[config.mk]
export PLATFORM = sky130hd
export DESIGN_NAME = agc_group_cell
export DESIGN_NICKNAME = d
export VERILOG_FILES = /design/src/hw/rtl/agc_pkg.sv /design/src/hw/rtl/agc_group_cell.sv
export SDC_FILE = /design/constraint.sdc
export NUM_CORES = 1
export LEC_CHECK = 0
export BUFFER_PORTS_ARGS = -buffer_cell sky130_fd_sc_hd__buf_2
export CAP_MARGIN = 10
export CORE_AREA = 2 2 207 209
export CTS_CLUSTER_DIAMETER = 40
export DETAILED_ROUTE_END_ITERATION = 7
export DIE_AREA = 0 0 209 211
export HOLD_SLACK_MARGIN = 0.06
export PLACE_DENSITY = 0.41
export SYNTH_ARGS = -nofsm -noshare
export SYNTH_HDL_FRONTEND = slang
export SYNTH_SLANG_ARGS = --single-unit
[constraint.sdc]
create_clock -name clock -period 17.6 [get_ports clock]
set_input_delay 0 -clock clock [delete_from_list [all_inputs] [get_ports clock]]
set_output_delay 0 -clock clock [all_outputs]
set_load 0.005 [all_outputs]
[src/hw/rtl/agc_pkg.sv]
`timescale 1ns / 1ps
// ----------------------------------------------------------------------------
// agc_pkg: shared types and constants of the anagram group classifier
// Transfer payloads, the status codes and the token that walks the cell chain.
// ----------------------------------------------------------------------------
package agc_pkg;

   localparam int MAX_GROUPS_DEF    = 64;
   localparam int MAX_WORD_LEN_DEF  = 31;
   localparam int ALPHABET_SIZE_DEF = 26;

   localparam int LETTER_W = 5;
   localparam int GIDX_W   = 6;

   typedef enum logic [1:0] {
      ST_JOINED   = 2'd0,
      ST_NEW      = 2'd1,
      ST_FULL     = 2'd2,
      ST_TOO_LONG = 2'd3
   } status_type;

   typedef struct packed {
      logic [LETTER_W-1:0] letter;
      logic                last;
   } req_type;

   typedef struct packed {
      logic [GIDX_W-1:0] group_index;
      status_type        status;
   } rsp_type;

   typedef struct packed {
      logic              vld;
      logic              done;
      status_type        status;
      logic [GIDX_W-1:0] index;
   } tok_type;

endpackage

[src/hw/rtl/agc_group_cell.sv]
`timescale 1ns / 1ps
// ----------------------------------------------------------------------------
// agc_group_cell: one group slot of the classifier chain
// Holds a group signature, matches or claims the passing word token.
// ----------------------------------------------------------------------------
module agc_group_cell
   import agc_pkg::*;
#(
   parameter int MAX_WORD_LEN  = MAX_WORD_LEN_DEF,
   parameter int ALPHABET_SIZE = ALPHABET_SIZE_DEF,
   parameter int CELL_INDEX    = 0
) (
   input  logic                                                   clock,
   input  logic                                                   reset,
   input  logic                                                   advance,
   input  tok_type                                                in_tok,
   input  logic [ALPHABET_SIZE-1:0][$clog2(MAX_WORD_LEN+1)-1:0]   in_hist,
   output tok_type                                                out_tok,
   output logic [ALPHABET_SIZE-1:0][$clog2(MAX_WORD_LEN+1)-1:0]   out_hist,
   output logic                                                   open
);

   localparam int BIN_W = $clog2(MAX_WORD_LEN + 1);

   logic                                open_ff;
   logic [ALPHABET_SIZE-1:0][BIN_W-1:0] sig_ff;
   tok_type                             out_tok_ff, out_tok_in;
   logic [ALPHABET_SIZE-1:0][BIN_W-1:0] out_hist_ff;
   logic                                claim;

   assign claim = in_tok.vld && !in_tok.done && !open_ff;

   always_comb begin
      out_tok_in = in_tok;
      if (in_tok.vld && !in_tok.done) begin
         if (!open_ff) begin
            out_tok_in.done   = 1'b1;
            out_tok_in.status = ST_NEW;
            out_tok_in.index  = GIDX_W'(CELL_INDEX);
         end else if (sig_ff == in_hist) begin
            out_tok_in.done   = 1'b1;
            out_tok_in.status = ST_JOINED;
            out_tok_in.index  = GIDX_W'(CELL_INDEX);
         end
      end
   end

   always_ff @(posedge clock) begin
      if (reset) begin
         open_ff    <= 1'b0;
         out_tok_ff <= '0;
      end else if (advance) begin
         out_tok_ff  <= out_tok_in;
         out_hist_ff <= in_hist;
         if (claim) begin
            open_ff <= 1'b1;
            sig_ff  <= in_hist;
         end
      end
   end

   assign out_tok  = out_tok_ff;
   assign out_hist = out_hist_ff;
   assign open     = open_ff;

endmodule
* After elaboration in Yosys (flattened, before gate mapping)
Index checks and enable logic that the tools add are counted.
** Operators by class
- $mul :: 0
- Divide/modulo/power cells :: 0
- Shift-type cells :: 0
- Equal/unequal tests :: 1
- Add/subtract/negate cells :: 0
- Mux-type cells :: 3
- Bitwise gates (word level) :: 1
- $lt $le $gt $ge :: 0
- Reduce and logical (&&, ||, !) cells :: 7
** Operators by type and width (count)
- equality test 130 bit :: 1
- 2-to-1 mux 9 bit :: 3
- AND reduction 2 bit :: 2
- AND reduction 3 bit :: 1
- logical AND 1 bit :: 2
- logical NOT 1 bit :: 2
- inverter 1 bit :: 1
** Storage, ports and cells
- Memories :: 0
- ROM bits :: 0
- Register bits :: 271
- Bits of input ports :: 143
- RAM bits :: 0
- Bits in latches :: 0

* Logic depth before layout (Yosys ltp)
- Depth in word-level cells :: 4
- Gate-level depth with buffers :: 6

* Worst setup path after synthesis
Ideal clock, no wire load.
- Path type :: input -> register
- Start point :: input port reset
- End point :: register sig_ff[0] (netlist name) (enable)
- Data arrival time :: 14.338 ns
- Path slack :: 2.455 ns
- Stages on the path :: 2
- Data required time :: 16.793 ns
- Path through :: nor2b_1 -> nor3b_1
** On the way
- Cells in the longest elaborated chain, start to end :: 2
** RTL lines
- from (decl) :: line agc_group_cell.sv:14 : input logic reset,
- inverter 1 bit (no source line)
- AND reduction 3 bit (no source line)
- to (signal assigned) :: line agc_group_cell.sv:57 : sig_ff <= in_hist;
- to (decl) :: line agc_group_cell.sv:26 : logic [ALPHABET_SIZE-1:0][BIN_W-1:0] sig_ff;
No other way between the ends.
A chain may end at the register's enable or synchronous reset.

* Final worst setup path
- Start point :: input port reset
- End point :: register sig_ff[38] (netlist name) (enable)
Same word-level chain as after synthesis.

==> impl_metrics.json <==
{
  "crit_required_ns": 17.78,
  "route.detailed.drc": 0,
  "timing.setup.tns_ns": 0,
  "dr.pass1.iters": 4,
  "path_buf_inv": 5,
  "relSlewSlack_pct": 33.3,
  "grt_pass1_wl_mm": 43.6,
  "initial_core_util_pct": 24.7,
  "cts.repair.resized": 0,
  "fin_ws_ns": 13.88,
  "hp-class": "input port to flip-flop",
  "area_delta_synth_final_pct": 54.5,
  "met1_usage_pct": 17.6,
  "cts_buffers": 54,
  "skew_ns": 0.0213,
  "cp_slowest_cell": "nor3b_2",
  "portBuffers": 283,
  "cts_tree": "built",
  "gp_congestion": 0.787,
  "grtUsageMet2_pct": 20.9,
  "utilization_pct": 38.1,
  "grt_use_total_pct": 13.3,
  "clockBufferDepth": 3,
  "stdcell_area_sq_um": 15900,
  "grt_max_degree": 73,
  "root_buffer": "clkbuf_16",
  "drt_iter0_drc": 342,
  "path_class": "input port to flip-flop",
  "syn_inst": 613,
  "place_area_sq_um": 12400,
  "setup_violations": 0,
  "cpMostUsedCell": "buf_4",
  "cp_max_fo": 63,
  "r2r_slack_ns": 14.14,
  "worst_pin_slew_ns": 1.00,
  "vias": 6968,
  "total_power_mw": 1.98,
  "grt_antenna_before_repair": 1,
  "cts_sinks": 271,
  "core-area_sq_um": 41800,
  "synth_cell_types": 32,
  "pre_cts_ws_ns": 13.69,
  "fillers": 3919,
  "fp-row-count": 75,
  "htreeDepth": 2,
  "grt_pass1_vias": 7204,
  "fin_nets": 1250,
  "post-route-period-util_pct": 21.1,
  "p_leak_nw": 6.05,
  "p_per_area_nw_per_um2": 124,
  "arrival_ns": 3.90,
  "critPathMaxStageDelay_ns": 0.78,
  "hold_viol": 0,
  "grt.met3_usage_pct": 3.33,
  "yosys_warnings": 0,
  "synthesis.nets": 756,
  "synth_area_leaders": "edfxtp_1 76%, xnor2_1 4.6%, nand2b_1 4.2%",
  "crit_family": "buffers and inverters",
  "endpoint_kind": "flip-flop",
  "peakVddDrop_mv": 0.0668,
  "insertion_delay_ns": 0.58,
  "grt_overflow": 0,
  "crit_chain": "dlygate4sd3_1, buf_2, nor2b_4, buf_4, nor3b_2, buf_4, buf_4",
  "drive_gt1_share_pct": 33.2,
  "cp-start-kind": "input port",
  "reg2reg_depth": 7,
  "wire_per_inst_um": 17.6,
  "min_period_ns": 3.72,
  "regToRegEndpoint": "out_tok[5]",
  "chipHeight_um": 211,
  "fmax_mhz": 269,
  "min_path_cells": 2,
  "synth_top_cell_by_area": "edfxtp_1",
  "dpl.hpwl_mm": 20.8,
  "io_pins": 284,
  "busiest_layer": "met2",
  "max_cap_viol_count": 0,
  "die_w_um": 209,
  "syn_area_sq_um": 10300,
  "detail-route-antenna-nets": 0,
  "die_area_sq_um": 44100,
  "synth_top_area_share_pct": 75.7,
  "routed_wirelength_mm": 29.8,
  "r2r_start": "sig_ff[22]",
  "hp-start": "in_hist[66]",
  "holdPathEnd": "out_hist[66]",
  "ys_seq_area_share_pct": 77.8,
  "path_clk_slew_ns": 0.05,
  "viasPerCell": 4.12,
  "rsz0062_at_grt": "no",
  "antennaDiodeCount": 0,
  "outcome": "finished, final reports clean",
  "synth.avg_cell_area_sq_um": 16.8,
  "yosys_register_bits": 271,
  "drv_slew": 0
}
flip-flops by register name (all words and copies together) (netlist names):
signal    cells
out_tok      10
sig_ff      130
open          1
out_hist    130
power by group:
part	internal, mW	switching (mW)
combinational	0.0631	0.0638
sequential	0.740	0.00742
clock	0.761	0.346
total	1.56	0.417
cell type report:
cell class | count | area [sq um] | area share [%]
inverter | 28 | 105 | 0.660
timing repair buffer | 439 | 2970 | 18.6
multi-input combinational | 313 | 2190 | 13.7
sequential | 271 | 8030 | 50.4
clock inverter | 40 | 568 | 3.57
clock buffer | 61 | 1400 | 8.78
tap | 539 | 674 | 4.23
per-layer routing:
metal / part of all wire, % / vias to the layer above
met3: 5.5 / 52
met2: 46 / 235
met4: 2.6 / 2
met1: 46 / 3310
li1: - / 3369
met5: 0.054 / -
Yosys cell counts:
cell type,number
a2111o_1,7
and2b_2,1
nor2_1,7
xor2_1,16
nor4_2,2
xnor2_1,54
nand2_1,16
o21ai_0,4
nand2b_1,70
nor4_4,1
or2b_1,3
inv_1,28
nor4_1,19
and2b_1,2
o31a_1,1
o221ai_1,1
dfxtp_1,11
clkbuf_1,1
nor3_1,6
nand3b_1,1
a221o_1,2
nor3b_1,1
a21oi_1,1
nand4_1,50
edfxtp_1,260
o31ai_1,7
o2111ai_1,8
nand3_1,5
a21o_1,1
mux2i_1,1
o22ai_1,5
nor2b_1,21
stage by stage:
stage	hold slack, ns	cells
6_report	0.185	1691
5_1_grt	0.163	1691
4_1_cts	0.147	1691
3_5_place_dp	0.224	1438
3_3_place_gp	0.210	1438
2_1_floorplan	0.0724	613
worst max path at each step:
stage / start / endpoint / slack, ns / cells past startpoint
floorplan: reset / sig_ff[0] / 2.46 / 2
global placement: advance / sig_ff[1] / 13.77 / 6
detailed placement: advance / sig_ff[23] / 13.69 / 6
CTS: reset / sig_ff[14] / 13.78 / 7
global route: reset / sig_ff[38] / 13.57 / 7
finish: reset / sig_ff[38] / 13.88 / 7
logic make-up (layout without fill, tap and decap cells):
kind of cell	after synthesis	count (layout)	share of synthesized area, %
DFF	271	271	77.8
AOI/OAI and AO/OA	37	37	2.94
buffers and inverters	29	568	1.06
muxes	1	1	0.0971
xor gates and xnor gates	70	70	5.95
and+or+nand+nor	205	205	12.1
repair_timing:
action / in CTS / in global routing
hold buffers: 152 / 0
setup buffers: 0 / 0
endpoints found under the hold margin: 279 / 0
cells in the final DEF, fill, tap and decap left out, types with 3 or more instances in the layout:
master,synthesis,final
clkbuf_1,1,6
o2111ai_1,8,8
clkbuf_16,0,55
xnor2_1,54,54
inv_1,28,28
clkinv_1,0,5
or2b_1,3,3
bufinv_16,0,13
buf_4,0,4
dlygate4sd3_1,0,152
clkinvlp_4,0,3
nor3_1,6,6
nand4_1,50,50
nand3_1,5,5
inv_6,0,4
nand2b_1,70,70
clkinv_2,0,8
nand2_1,16,16
a2111o_1,7,7
nor4_1,19,19
nor2b_1,21,20
xor2_1,16,16
o31ai_1,7,7
buf_2,0,283
dfxtp_1,11,11
o22ai_1,5,5
nor2_1,7,7
edfxtp_1,260,260
clkinv_4,0,7
o21ai_0,4,4
(Power assumes the default switching activity.)
