## config.mk

```make
export PLATFORM = sky130hd
export DESIGN_NAME = agc_word_accum
export DESIGN_NICKNAME = d
export VERILOG_FILES = /design/src/hw/rtl/agc_pkg.sv /design/src/hw/rtl/agc_word_accum.sv
export SDC_FILE = /design/constraint.sdc
export NUM_CORES = 1
export LEC_CHECK = 0
export ABC_AREA = 1
export CELL_PAD_IN_SITES_DETAIL_PLACEMENT = 1
export CELL_PAD_IN_SITES_GLOBAL_PLACEMENT = 1
export CORE_UTILIZATION = 50
export DETAILED_ROUTE_END_ITERATION = 10
export DONT_BUFFER_PORTS = 1
export PLACE_DENSITY = 0.84
export SLEW_MARGIN = 20
export SYNTH_ARGS = -nofsm -noshare
export SYNTH_HDL_FRONTEND = slang
export SYNTH_SLANG_ARGS = --single-unit
```

## constraint.sdc

```tcl
create_clock -name clock -period 5.29 [get_ports clock]
set_input_delay 0.2645 -clock clock [delete_from_list [all_inputs] [get_ports clock]]
set_output_delay 0.2645 -clock clock [all_outputs]
set_load 0.01 [all_outputs]
```

## src/hw/rtl/agc_pkg.sv

```systemverilog
`timescale 1ns / 1ps
// ----------------------------------------------------------------------------
// agc_pkg: shared types and constants of the anagram group classifier
// Transfer payloads, the status codes and the token that walks the cell chain.
// ----------------------------------------------------------------------------
package agc_pkg;

   localparam int MAX_GROUPS_DEF    = 64;
   localparam int MAX_WORD_LEN_DEF  = 31;
   localparam int ALPHABET_SIZE_DEF = 26;

   localparam int LETTER_W = 5;
   localparam int GIDX_W   = 6;

   typedef enum logic [1:0] {
      ST_JOINED   = 2'd0,
      ST_NEW      = 2'd1,
      ST_FULL     = 2'd2,
      ST_TOO_LONG = 2'd3
   } status_type;

   typedef struct packed {
      logic [LETTER_W-1:0] letter;
      logic                last;
   } req_type;

   typedef struct packed {
      logic [GIDX_W-1:0] group_index;
      status_type        status;
   } rsp_type;

   typedef struct packed {
      logic              vld;
      logic              done;
      status_type        status;
      logic [GIDX_W-1:0] index;
   } tok_type;

endpackage

```

## src/hw/rtl/agc_word_accum.sv

```systemverilog
`timescale 1ns / 1ps
// ----------------------------------------------------------------------------
// agc_word_accum: letter histogram of the current word
// Counts letters per transfer and launches a word token into the cell chain.
// ----------------------------------------------------------------------------
module agc_word_accum
   import agc_pkg::*;
#(
   parameter int MAX_WORD_LEN  = MAX_WORD_LEN_DEF,
   parameter int ALPHABET_SIZE = ALPHABET_SIZE_DEF
) (
   input  logic                                                   clock,
   input  logic                                                   reset,
   input  logic                                                   req_valid,
   output logic                                                   req_stall,
   input  req_type                                                req_data,
   input  logic                                                   advance,
   output tok_type                                                tok,
   output logic [ALPHABET_SIZE-1:0][$clog2(MAX_WORD_LEN+1)-1:0]   tok_hist
);

   localparam int BIN_W = $clog2(MAX_WORD_LEN + 1);
   localparam int LEN_W = $clog2(MAX_WORD_LEN + 2);

   logic [ALPHABET_SIZE-1:0][BIN_W-1:0] hist_ff, hist_in;
   logic [LEN_W-1:0]                    len_ff, len_in;
   tok_type                             tok_ff;
   logic [ALPHABET_SIZE-1:0][BIN_W-1:0] tok_hist_ff;
   logic                                accept;
   logic                                counted;
   logic                                too_long;

   assign req_stall = tok_ff.vld && !advance;
   assign accept    = req_valid && !req_stall;
   assign counted   = int'(req_data.letter) < ALPHABET_SIZE;
   assign too_long  = len_in > LEN_W'(MAX_WORD_LEN);

   always_comb begin
      hist_in = hist_ff;
      len_in  = len_ff;
      if (counted) begin
         if (len_ff < LEN_W'(MAX_WORD_LEN)) begin
            len_in = len_ff + LEN_W'(1);
            for (int b = 0; b < ALPHABET_SIZE; b++) begin
               if (int'(req_data.letter) == b) begin
                  hist_in[b] = hist_ff[b] + BIN_W'(1);
               end
            end
         end else begin
            len_in = LEN_W'(MAX_WORD_LEN + 1);
         end
      end
   end

   always_ff @(posedge clock) begin
      if (reset) begin
         hist_ff    <= '0;
         len_ff     <= '0;
         tok_ff     <= '0;
      end else begin
         if (accept && req_data.last) begin
            tok_ff.vld <= 1'b1;
         end else if (advance) begin
            tok_ff.vld <= 1'b0;
         end
         if (accept) begin
            if (req_data.last) begin
               hist_ff       <= '0;
               len_ff        <= '0;
               tok_ff.done   <= too_long;
               tok_ff.status <= too_long ? ST_TOO_LONG : ST_JOINED;
               tok_ff.index  <= '0;
               tok_hist_ff   <= hist_in;
            end else begin
               hist_ff <= hist_in;
               len_ff  <= len_in;
            end
         end
      end
   end

   assign tok      = tok_ff;
   assign tok_hist = tok_hist_ff;

endmodule

```

Yosys cells after proc, flatten, opt, wreduce, memory -nomap -nowiden
Index checks and enable logic that the tools add are counted.

Add/subtract/negate cells: 27. Magnitude comparators: 3. Eq/ne operators: 25. Multiplexer cells: 35. Bitwise operators: 1. Reduce and logical (&&, ||, !) cells: 9.

Operators with widths (number): 130-bit two-way mux (3); 5-bit by 1-bit adder with 5-bit output, second input constant (26); 5-bit two-way mux (26); 5-bit == test, second input constant (16); 5-bit by 4-bit == test with 1-bit output, second input constant (6); 6-bit two-way mux (3); 5-bit by 3-bit == test with 1-bit output, second input constant (2); 6-bit by 1-bit adder with 6-bit output, second input constant (1); 6-bit by 5-bit greater-than comparator with 1-bit output, second input constant (1); 6-bit by 5-bit less-than comparator with 1-bit output, second input constant (1); 5-bit by 2-bit == test with 1-bit output, second input constant (1); 5-bit zero test (1); 5-bit less-than comparator, second input constant (1); 1-bit logical AND (3); 3-bit AND reduction (1); 1-bit zero test (2); 1-bit two-way mux (2); 2-bit two-way mux (1); 2-bit AND reduction (1); 2-bit nonzero test (1); 1-bit NOT (1).

Flip-flop bits (word level): 270. Input port bits: 10. Output and inout port bits: 141. Logic and storage cells: 156.

Depth between registers and ports, before layout
Gate-level depths: netlist of the first run.

Depth in word-level cells: 6. Mapped depth: 10. Mapped depth without buffers: 9.

Worst setup path after synthesis of the first run
Ideal clock, no wire load.

Kind: register to register. Start point: register tok_ff (netlist bit tok[9]). End point: register tok_hist_ff (netlist bit tok_hist[0]), enable pin. Library setup time: 0.484 ns. Arrival: 3.224 ns. Path slack: 1.582 ns. Cell stages (with the launch flop): 6. Path buffers: 0. Cell sequence: dfxtp_1 -> nand2_1 -> nand2_2 -> inv_1 -> nand3_1 -> inv_1.

Longest elaborated chain between the ends: 4.

RTL lines: from (decl) (RTL line agc_word_accum.sv:27) `tok_type tok_ff;`; 1-bit logical AND (RTL line agc_word_accum.sv:33) `assign req_stall = tok_ff.vld && !advance;`; 1-bit zero test (RTL line agc_word_accum.sv:34) `assign accept = req_valid && !req_stall;`; 1-bit logical AND (RTL line agc_word_accum.sv:34); 3-bit AND reduction (no line); to (signal assigned) (RTL line agc_word_accum.sv:73) `tok_hist_ff <= hist_in;`; to (decl) (RTL line agc_word_accum.sv:28) `logic [ALPHABET_SIZE-1:0][BIN_W-1:0] tok_hist_ff;`.

Every way passes these cells. A chain may end at the register's enable or synchronous reset.

Worst setup path in the final report of the first run
Start point: register tok_ff (netlist bit tok[9]). End point: register tok_hist_ff (netlist bit tok_hist[69]), enable pin.

Same word-level chain as after synthesis.

==> results by group, run 1 <==
Power
  • Clock Power Share: 0.449
  • Switching Fraction: 0.244
  • Worst vdd ir: ~0.25 mV
  • Cell internal pwr: roughly 3400 uW
  • Sequential fraction of design power: 0.504
  • Static Leakage: 0.00642 uW
  • Logic gate share of total power: 0.046
  • PwrDens: 282 mW/mm^2
  • Switching power total: 1090 uW

Setup path
  • CP peak stage delay: 0.72 ns
  • Slowest-stage cell, CP: inv_6
  • Critical path buffer and inverter count: 3
  • CP required: 5.53 ns
  • CP arrival: 3.23 ns
  • CP delay by family, top: buffers and inverters
  • Cells along the critical path: nand2_1, nand2_4, inv_1, nand3_1, inv_6, buf_4
  • Worst-path fanout max: 98
  • Kind of critical path: flip-flop to flip-flop
  • Worst setup EP type: flip-flop
  • CP Launch Type: flip-flop

Run status
  • Run status: finished clean

Clocking
  • Clock root cell: clkbuf_16
  • CTS sink count: 268
  • H-tree depth: 1
  • CTS max path bufs: 3
  • Clock buffer count from CTS: 31
  • Postcts setup bufs: 0
  • Clk_lat worst skew: between 0.5 and 0.6 ns
  • # resized after CTS: 0
  • CTS Hold Buffers Added: 3
  • CTS tree: built
  • Worst-path clk slew: roughly 0.06 ns

Timing
  • Peak Freq: 0.335 GHz
  • Final setup fails: 0
  • RSZ-0062 raised after global routing: no
  • Worst-case clock skew: 0.0101 ns
  • Setup_tns: 0 ns
  • Fin crit share: 0.565
  • Fin. Hold Viols: 0
  • Measured slew at the worst slew-check pin: 1.03 ns
  • Worst rel slew slack: 0.315
  • Max-slew violations: 0
  • Post-layout min period: 2.99 ns

Synth
  • Syn Std Cell Area: 0.0147 mm^2
  • YS warnings: 0
  • Post-Synthesis Cells: 1965
  • Mean Syn Cell Area: 7.50 um^2
  • Post-synthesis register bit count: 268
  • Seq/Total Area, Yosys: 0.452
  • Synth unique cells: 32

Drt
  • Antenna Nets Post-Route: 0
  • Via/cell ratio: between 5 and 6
  • DR WL/cell: 18.3 um
  • DRC viols: 0
  • Vias: 12982
  • Final Routed Wirelength: 42100 um
  • DRT Pass-1 Iters: 5
  • First-iteration detailed-routing DRC count: 663

Global routing
  • Largest net degree at the start of global routing: approximately 130
  • Grt total ovfl: 0
  • First-pass GRT wire length: 68200 um
  • Vias in the first global route: 13181
  • Met2 Track Usage GR: 0.493
  • M1 GR Usage: 0.342
  • Initial antenna violation count: 0
  • Aggregate global-route resource usage: 0.277
  • GRT busiest layer: met2
  • M3 GR Usage: 0.0509

Cells and area
  • Final Net Count: approximately 1900
  • Antenna cells: 0
  • Finished Cell Area: roughly 0.016 mm^2
  • Area grow syn2layout: 7.15%
  • Layout Cells excl Fill: approximately 2300
  • Layout cells sized above 1: 0.0369
  • Fin util: 0.547

Placed design
  • DP HPWL: 26100 um
  • Placed Area: 0.0148 mm^2
  • Total placed cells including tap cells: 2247
  • PortBufs: 0
  • RePlAce Congestion: 0.822

Worst hold path
  • Worst min path class: input pin to flip-flop

Floorplanning
  • Core Area: 0.0289 mm^2
  • Chip width: between 150 and 200 um
  • # IOs: 151
  • Die area: 0.0302 mm^2
  • Cell row count: 62
  • Die Span Y: approximately 170 um
  • Initial cell density of the core: 0.511

Job
  • Maxcap violations: 0
==> per-layer routing <==
| layer | vias up | routed length, um |
|---|---|---|
| met5 | - | 0 |
| met4 | 0 | 1170 |
| met3 | 72 | 2100 |
| met2 | 229 | 20700 |
| met1 | 6367 | 18200 |
| li1 | 6314 | - |
==> worst reg2reg max path: stages (launching register included) <==
cell and delay, ns:
dfxtp_1 0.34, nand2_1 0.17, nand2_4 0.44, inv_1 0.22
nand3_1 0.20, inv_6 0.72, buf_4 0.55
==> cell type report <==
class / count / area (um^2)
flip-flops and latches: 268 / 6670
clock inverters: 21 / 134
inverters: 139 / 527
repair buffers: 11 / 145
well taps: 384 / 480
clock buffers: 36 / 795
fillers: 3673 / 13100
multi-input cells: 1448 / 7040
==> cell families after synthesis <==
group,count (synthesis),synth area share
AND/OR/NAND/NOR,1137,0.331
buffers and inverters,254,0.0722
XOR/XNOR,28,0.0166
adder cells (fa/ha/maj),27,0.0229
AO/OA/AOI/OAI,250,0.105
other,1,0.000255
flip-flops,268,0.452
==> stage by stage <==
step,worst slack (ns),power [uW],hold WS [ns]
CTS,2.33,4490,0.00571
global placement,2.45,2470,0.349
detailed placement,2.33,2480,0.361
finish,2.30,4460,0.0127
floorplan,1.58,2430,0.428
global route,2.09,4590,0.0694
==> state kept, by name, summed over array words and instances (netlist names) <==
| signal | cells |
|---|---|
| hist_ff | 130 |
| len_ff | 6 |
| tok | 2 |
| tok_hist | 130 |
==> cell usage after synthesis <==
| cell | number | area (um^2) |
|---|---|---|
| nand2_1 | 787 | 2950 |
| nand3_1 | 195 | 976 |
| dfxtp_1 | 138 | 2760 |
| inv_1 | 138 | 518 |
| a21oi_1 | 134 | 671 |
| edfxtp_1 | 130 | 3900 |
| a21boi_0 | 94 | 706 |
| clkbuf_1 | 67 | 251 |
| nand4_1 | 53 | 332 |
| nor2_1 | 33 | 124 |
| and2_1 | 28 | 175 |
| ha_1 | 27 | 338 |
| nand3b_1 | 27 | 203 |
| xnor2_1 | 26 | 228 |
| buf_2 | 22 | 110 |
| buf_4 | 18 | 135 |
| o21bai_1 | 16 | 120 |
| buf_1 | 6 | 22.5 |
| nor2_2 | 4 | 25.0 |
| nand3_2 | 3 | 30.0 |
| nor2_4 | 3 | 33.8 |
| buf_6 | 2 | 22.5 |
| nand2_2 | 2 | 12.5 |
| o21ai_0 | 2 | 10.0 |
| o21ai_2 | 2 | 17.5 |
| xor2_1 | 2 | 17.5 |
| a211oi_1 | 1 | 7.51 |
| a22o_1 | 1 | 8.76 |
| conb_1 | 1 | 3.75 |
| inv_2 | 1 | 3.75 |
| nor3_1 | 1 | 5.00 |
| or2_2 | 1 | 6.26 |
==> power groups by stage <==
stage / Combinational [uW] / Clock (uW) / Sequential (uW)
6_report: 207 / 2000 / 2250
5_1_grt: 229 / 2110 / 2250
4_1_cts: 207 / 2040 / 2250
3_5_place_dp: 183 / 0 / 2290
3_3_place_gp: 177 / 0 / 2290
2_1_floorplan: 148 / 0 / 2280
==> cells in the final DEF (no fill, tap or decap), types with 28 or more instances in the layout <==
cell	synthesis	final
a21boi_0	94	94
and2_1	28	28
nand4_1	53	53
nand2_1	787	787
nor2_1	33	33
edfxtp_1	130	130
inv_1	138	137
clkbuf_16	0	31
a21oi_1	134	134
nand3_1	195	195
dfxtp_1	138	138
==> path summary, 6_finish.rpt <==
check | cells past startpoint | end | slack (ns) | from
worst max-delay path | 6 | tok_hist[69] | 2.30 | tok[9]
worst min-delay path | 3 | tok[9] | 0.01 | advance
worst max register to register | 6 | tok_hist[69] | 2.30 | tok[9]
worst min register to register | 2 | hist_ff[34] | 0.49 | hist_ff[34]
No activity file was read; power rests on OpenSTA's default activity.
==> inputs of run 2 (changes only) <==
--- a/config.mk
+++ b/config.mk
@@ -5,13 +5,13 @@
 export SDC_FILE = /design/constraint.sdc
 export NUM_CORES = 1
 export LEC_CHECK = 0
-export ABC_AREA = 1
+export ABC_AREA = 0
 export CELL_PAD_IN_SITES_DETAIL_PLACEMENT = 1
 export CELL_PAD_IN_SITES_GLOBAL_PLACEMENT = 1
 export CORE_UTILIZATION = 50
 export DETAILED_ROUTE_END_ITERATION = 10
 export DONT_BUFFER_PORTS = 1
-export PLACE_DENSITY = 0.84
+export PLACE_DENSITY = 0.79
 export SLEW_MARGIN = 20
 export SYNTH_ARGS = -nofsm -noshare
 export SYNTH_HDL_FRONTEND = slang
==> constraint.sdc (replaced) <==
create_clock -name clock -period 2.9 [get_ports clock]
set_input_delay 0.145 -clock clock [delete_from_list [all_inputs] [get_ports clock]]
set_output_delay 0.145 -clock clock [all_outputs]
set_load 0.01 [all_outputs]
==> results by group, run 2 <==
Run status
  • Run status: finished clean (unchanged)

Timing
  • Fin crit share: 0.905 (was 0.565)
  • Post-layout min period: 2.62 ns (was 2.99 ns)
  • Worst rel slew slack: 0.455 (was 0.315)
  • Worst-case clock skew: 0.0156 ns (was 0.0101 ns)
  • Peak Freq: 0.381 GHz (was 0.335 GHz)
  • Measured slew at the worst slew-check pin: 0.815 ns (was 1.03 ns)
  • Fin. Hold Viols: 0 (unchanged)
  • Max-slew violations: 0 (unchanged)
  • Final setup fails: 0 (unchanged)
  • RSZ-0062 raised after global routing: no (unchanged)

Clocking
  • H-tree depth: 1 (unchanged)
  • CTS tree: built (unchanged)
  • Clock root cell: clkbuf_16 (unchanged)
  • CTS max path bufs: 3 (unchanged)
  • Postcts setup bufs: 0 (unchanged)
  • Worst-path clk slew: 0.07 ns (was 0.06 ns)
  • Clk_lat worst skew: 0.55 ns (was 0.57 ns)
  • CTS sink count: 268 (unchanged)
  • Clock buffer count from CTS: 28 (was 31)

Placed design
  • DP HPWL: 22400 um (was 26100 um)
  • Total placed cells including tap cells: 1431 (was 2247)
  • PortBufs: 0 (unchanged)
  • RePlAce Congestion: 0.811 (was 0.822)

Cells and area
  • Layout Cells excl Fill: 1494 (was 2307)
  • Layout cells sized above 1: 0.105 (was 0.0369)
  • Fin util: 0.571 (was 0.547)
  • Multi-input logic area: 0.00558 mm^2 (was 0.00704 mm^2)
  • Register Area: 0.00667 mm^2 (about the same)
  • Fill count: 2582 (was 3673)
  • Most frequent cells in the layout: dfxtp_1 (137), edfxtp_1 (130), nand2_1 (66) (was nand2_1 (787), nand3_1 (195), dfxtp_1 (138))
  • Area grow syn2layout: 10.8% (was 7.15%)
  • Most common cell after layout, fill and taps aside: dfxtp_1 (was nand2_1)
  • Final Net Count: 1184 (was 1936)

Synth
  • Post-Synth Adder-Cell Area: 0.0267 (was 0.0229)
  • Mean Syn Cell Area: 10.9 um^2 (was 7.50 um^2)
  • Post-synth top area share: 0.309 (was 0.265)
  • YS warnings: 0 (unchanged)
  • Main flop type after synthesis: dfxtp_1 (unchanged)
  • Synth unique cells: 65 (was 32)
  • EDFF count, synth: 130 (unchanged)
  • Synth area leader: edfxtp_1 (unchanged)
  • Main combinational cell family by area after synthesis: simple AND/OR/NAND/NOR gates (unchanged)
  • Synth Area in XOR/XNOR: 0.0741 (was 0.0166)
  • Seq/Total Area, Yosys: 0.527 (was 0.452)
  • Post-synthesis simple-gate area fraction: 0.158 (was 0.331)
  • Synth Area in Compound Gates: 0.151 (was 0.105)
  • Syn Std Cell Area: 0.0126 mm^2 (was 0.0147 mm^2)
  • Post-Synthesis Cells: 1162 (was 1965)
  • Top-count cell post-synth: dfxtp_1 (was nand2_1)
  • Mux share of post-synthesis cell area: 0.0261 (was 0)
  • Synth area leaders: edfxtp_1 (31%), dfxtp_1 (22%), xor2_1 (4.2%) (was edfxtp_1 (26%), nand2_1 (20%), dfxtp_1 (19%))
  • Synth top cells by count: dfxtp_1 (138), edfxtp_1 (130), nand2_1 (66) (was nand2_1 (787), nand3_1 (195), dfxtp_1 (138), inv_1 (138), a21oi_1 (134))
  • Fraction of registers with async set/reset: 0 (unchanged)
  • Post-synthesis register bit count: 268 (unchanged)

Global routing
  • Grt total ovfl: 0 (unchanged)
  • Vias in the first global route: 9940 (was 13181)
  • Largest net degree at the start of global routing: 107 (was 133)
  • Aggregate global-route resource usage: 0.272 (was 0.277)
  • Initial antenna violation count: 1 (was 0)
  • First-pass GRT wire length: 55900 um (was 68200 um)

Drt
  • Via/cell ratio: 6.44 (was 5.63)
  • Final Routed Wirelength: 35300 um (was 42100 um)
  • DR WL/cell: 23.7 um (was 18.3 um)
  • DRT Pass-1 Iters: 5 (unchanged)
  • DRC viols: 0 (unchanged)
  • First-iteration detailed-routing DRC count: 607 (was 663)
  • Antenna Nets Post-Route: 0 (unchanged)
  • Vias: 9616 (was 12982)

Power
  • Static Leakage: 0.00524 uW (was 0.00642 uW)
  • PwrDens: 577 mW/mm^2 (was 282 mW/mm^2)
  • Worst vdd ir: 0.405 mV (was 0.248 mV)
  • Design Power: 8090 uW (was 4460 uW)

Floorplanning
  • Initial cell density of the core: 0.516 (was 0.511)
  • Chip width: 161 um (was 174 um)
  • Cell row count: 57 (was 62)
  • # IOs: 151 (unchanged)
  • Die area: 0.0259 mm^2 (was 0.0302 mm^2)
  • Core Area: 0.0245 mm^2 (was 0.0289 mm^2)
  • Die Span Y: 161 um (was 174 um)

Setup path
  • CP required: 3.39 ns (was 5.53 ns)
  • CP Launch Type: flip-flop (unchanged)
  • CP arrival: 3.11 ns (was 3.23 ns)
  • Worst-path fanout max: 11 (was 98)
  • Kind of critical path: flip-flop to flip-flop (unchanged)
  • Worst setup EP type: flip-flop (unchanged)

Worst hold path
  • Worst min path class: input pin to flip-flop (unchanged)

Job
  • Maxcap violations: 0 (unchanged)
[run 2: critical path, stage by stage (launching register included)]
cell and delay, ns:
dfxtp_1 0.41, nor4b_4 0.48, nand2_1 0.36, or4_1 0.60, a21oi_1 0.16, dlygate4sd3_1 0.56
[run 2: cells by family (layout without fill, tap and decap cells)]
kind of cell / after synthesis / count (layout)
other cells: 1 / 7
simple gates: 358 / 358
compound gates: 269 / 269
mux: 30 / 30
flops: 268 / 268
fa+ha+maj: 27 / 27
buf+inv: 102 / 104
xor+xnor: 107 / 107
[run 2: area by class of cell]
class | instances | share of cell area
Timing Repair Buffer | 41 | 0.0280
Multi-Input combinational cell | 797 | 0.398
Antenna cell | 1 | 0.000179
Sequential cell | 268 | 0.476
Clock buffer | 42 | 0.0574
Inverter | 11 | 0.00295
Clock inverter | 10 | 0.00866
Tap cell | 324 | 0.0289
[run 2: timing repair]
action	in CTS	in global routing
resized for setup	0	1
setup endpoints to repair	0	1
hold buffers	10	0
endpoints found under the hold margin	71	0
[run 2: metal layers]
layer	part of all wire	global-route usage
met3	0.065	0.0557
met5	0	0
met4	0.035	0.104
met2	0.48	0.449
met1	0.43	0.351
[run 2: final timing paths]
path         depth (start not counted)   startpoint  slack, ns            to
max                                  5    len_ff[5]       0.28   hist_ff[92]
min reg2reg                          1  hist_ff[99]       0.48   hist_ff[99]
max reg2reg                          5    len_ff[5]       0.28   hist_ff[92]
min                                  3  req_data[4]       0.02  tok_hist[94]
[run 2: power by group]
| group | internal, uW | total [uW] | leakage (uW) | switching (uW) |
|---|---|---|---|---|
| clock network | 2170 | 3630 | 0.000453 | 1460 |
| logic | 108 | 393 | 0.00248 | 285 |
| registers | 4010 | 4070 | 0.00231 | 58.3 |
| total | 6290 | 8090 | 0.00524 | 1800 |
[run 2: through the flow]
| stage | hold slack [ns] | instance area (um^2) | setup WS (ns) | setup TNS [ns] |
|---|---|---|---|---|
| 2_1_floorplan | 0.399 | 12700 | -0.403 | -52.38 |
| 3_3_place_gp | 0.222 | 13000 | 0.577 | 0 |
| 3_5_place_dp | 0.226 | 13000 | 0.517 | 0 |
| 4_1_cts | 0.00560 | 14000 | 0.146 | 0 |
| 5_1_grt | 0.0251 | 14000 | 0.155 | 0 |
| 6_report | 0.0183 | 14000 | 0.276 | 0 |
==> inputs of run 3 (changes only) <==
--- a/config.mk
+++ b/config.mk
@@ -12,6 +12,7 @@
 export DETAILED_ROUTE_END_ITERATION = 10
 export DONT_BUFFER_PORTS = 1
 export PLACE_DENSITY = 0.79
+export SETUP_SLACK_MARGIN = 0.5
 export SLEW_MARGIN = 20
 export SYNTH_ARGS = -nofsm -noshare
 export SYNTH_HDL_FRONTEND = slang
==> results by group, run 3 (synthesized netlist as in run 2, its figures left out) <==
Cells and area
  • Final Net Count: 1183 (was 1184)
  • Multi-input logic area: 0.00562 mm^2 (was 0.00558 mm^2)
  • Finished Cell Area: 0.0140 mm^2 (about the same)
  • Area grow syn2layout: 11.0% (was 10.8%)
  • Fill count: 2586 (was 2582)
  • Most common cell after layout, fill and taps aside: dfxtp_1 (unchanged)
  • Fin util: 0.572 (was 0.571)
  • Register Area: 0.00667 mm^2 (unchanged)
  • Layout Cells excl Fill: 1493 (was 1494)
  • Layout cells sized above 1: 0.112 (was 0.105)
  • Most frequent cells in the layout: dfxtp_1 (137), edfxtp_1 (130), nand2_1 (66) (unchanged)

Worst hold path
  • Worst min path class: input pin to flip-flop (unchanged)
  • Hold_sp: req_data[4] (unchanged)
  • Hold Path Sink: tok_hist[94] (unchanged)
  • Hold Crit Depth: 3 (unchanged)

Placed design
  • Placed Area: 0.0130 mm^2 (unchanged)
  • Total placed cells including tap cells: 1431 (unchanged)
  • RePlAce Congestion: 0.811 (unchanged)
  • DP HPWL: 22400 um (unchanged)
  • Pre-CTS WS: 0.517 ns (unchanged)
  • PortBufs: 0 (unchanged)

Setup path
  • Worst-path fanout max: 23 (was 11)
  • Worst reg2reg path endpoint: tok_hist[42] (was hist_ff[92])
  • Worst reg2reg path startpoint: len_ff[0] (was len_ff[5])
  • Cells along the critical path: ha_1, a41o_1, buf_4, nor3_1, nand2_1, xnor2_1 (was nor4b_4, nand2_1, or4_1, a21oi_1, dlygate4sd3_1)
  • Reg2reg setup slack: 0.56 ns (was 0.28 ns)
  • Kind of critical path: flip-flop to flip-flop (unchanged)
  • Reg2reg path depth: 6 (was 5)
  • Slowest-stage cell, CP: nor3_1 (was or4_1)
  • CP required: 3.19 ns (was 3.39 ns)
  • Worst setup EP type: flip-flop (unchanged)
  • CP arrival: 2.63 ns (was 3.11 ns)
  • CP peak stage delay: 0.52 ns (was 0.60 ns)
  • Crit path launch: len_ff[0] (was len_ff[5])
  • CP Launch Type: flip-flop (unchanged)

Global routing
  • First-pass GRT wire length: 56000 um (was 55900 um)
  • Met2 Track Usage GR: 0.449 (about the same)
  • Largest net degree at the start of global routing: 107 (unchanged)
  • Initial antenna violation count: 1 (unchanged)
  • M1 GR Usage: 0.350 (was 0.351)
  • Grt total ovfl: 0 (unchanged)
  • M3 GR Usage: 0.0601 (was 0.0557)
  • Aggregate global-route resource usage: 0.272 (about the same)
  • Vias in the first global route: 9925 (was 9940)
  • GRT busiest layer: met2 (unchanged)

Floorplanning
  • Chip width: 161 um (unchanged)
  • Die Span Y: 161 um (unchanged)
  • Core Area: 0.0245 mm^2 (unchanged)
  • # IOs: 151 (unchanged)
  • Die area: 0.0259 mm^2 (unchanged)
  • Initial cell density of the core: 0.516 (unchanged)
  • Cell row count: 57 (unchanged)

Timing
  • Setup_tns: 0 ns (unchanged)
  • RSZ-0062 raised after global routing: yes (was no)
  • Worst rel slew slack: 0.450 (was 0.455)
  • Measured slew at the worst slew-check pin: 0.823 ns (was 0.815 ns)
  • Final setup fails: 0 (unchanged)
  • Max-slew violations: 0 (unchanged)
  • Fin. Hold Viols: 0 (unchanged)
  • Post-layout min period: 2.34 ns (was 2.62 ns)
  • Peak Freq: 0.427 GHz (was 0.381 GHz)
  • Fin crit share: 0.808 (was 0.905)
  • Worst-case clock skew: 0.0145 ns (was 0.0156 ns)
  • Final setup margin: 0.558 ns (was 0.276 ns)

Clocking
  • CTS tree: built (unchanged)
  • Worst-path clk slew: 0.06 ns (was 0.07 ns)
  • Clock root cell: clkbuf_16 (unchanged)
  • H-tree depth: 1 (unchanged)
  • Postcts setup bufs: 0 (unchanged)
  • CTS max path bufs: 3 (unchanged)
  • Clock buffer count from CTS: 28 (unchanged)
  • CTS sink count: 268 (unchanged)
  • Clk_lat worst skew: 0.55 ns (about the same)

Power
  • Switching power total: 1800 uW (about the same)
  • Worst vdd ir: 0.405 mV (about the same)
  • PwrDens: 576 mW/mm^2 (was 577 mW/mm^2)
  • Cell internal pwr: 6290 uW (about the same)
  • Switching Fraction: 0.222 (about the same)
  • Logic gate share of total power: 0.049 (about the same)
  • Clock Power Share: 0.448 (about the same)
  • Sequential fraction of design power: 0.503 (about the same)
  • Static Leakage: 0.00523 uW (was 0.00524 uW)

Job
  • Maxcap violations: 0 (unchanged)

Drt
  • DR WL/cell: 23.8 um (was 23.7 um)
  • Via/cell ratio: 6.48 (was 6.44)
  • DRC viols: 0 (unchanged)
  • Final Routed Wirelength: 35600 um (was 35300 um)
  • DRT Pass-1 Iters: 5 (unchanged)
  • First-iteration detailed-routing DRC count: 642 (was 607)
  • Vias: 9668 (was 9616)
  • Antenna Nets Post-Route: 0 (unchanged)

Run status
  • Run status: finished clean (unchanged)
run 3: worst max-delay path by stage:
stage	end	slack, ns	depth (start not counted)
2_1_floorplan	tok_hist[0]	-0.40	6
3_5_place_dp	tok_hist[16]	0.52	4
5_1_grt	tok_hist[42]	0.43	6
4_1_cts	hist_ff[8]	0.50	5
3_3_place_gp	tok_hist[16]	0.58	4
6_report	tok_hist[42]	0.56	6
run 3: layout make-up:
type                    instances  share of cell area
clock buffers                  42              0.0573
well taps                     324              0.0289
diodes                          1            0.000178
flip-flops and latches        268               0.475
repair buffers                 40              0.0273
clock inverters                10             0.00864
multi-input cells             797               0.400
inverters                      11             0.00294
run 3: metrics by stage:
stage                     total power (uW)  hold slack (ns)
final                                 8090           0.0179
after global routing                  8320           0.0251
after CTS                             8150          0.00260
after detailed placement              4510            0.226
after global placement                4500            0.222
after floorplan                       4410            0.399
run 3: per-layer routing:
layer  up-vias  part of all wire
li1       4418                 -
met1      4857              0.42
met2       318              0.47
met3        75             0.068
met4         0             0.034
met5         -                 0
run 3: timing repair:
item                                    4_1_cts  5_1_grt
gates cloned                                  0        0
hold buffers                                  9        0
gates resized for setup                       2        8
endpoints found under the setup margin        5       29
hold endpoints to repair                     71        0
run 3: power groups by stage:
| stage | Combinational [uW] | Sequential (uW) | Clock (uW) |
|---|---|---|---|
| after floorplan | 270 | 4140 | 0 |
| after global placement | 350 | 4150 | 0 |
| after detailed placement | 357 | 4150 | 0 |
| after CTS | 390 | 4070 | 3680 |
| after global routing | 423 | 4080 | 3820 |
| final | 399 | 4070 | 3620 |
run 3: critical path: cells and delay by family (launching register included):
kind | cells | cell delay (ns)
simple gates | 2 | 0.70
flops | 1 | 0.34
compound gates | 1 | 0.33
fa+ha+maj | 1 | 0.29
buf+inv | 1 | 0.25
xor+xnor | 1 | 0.16
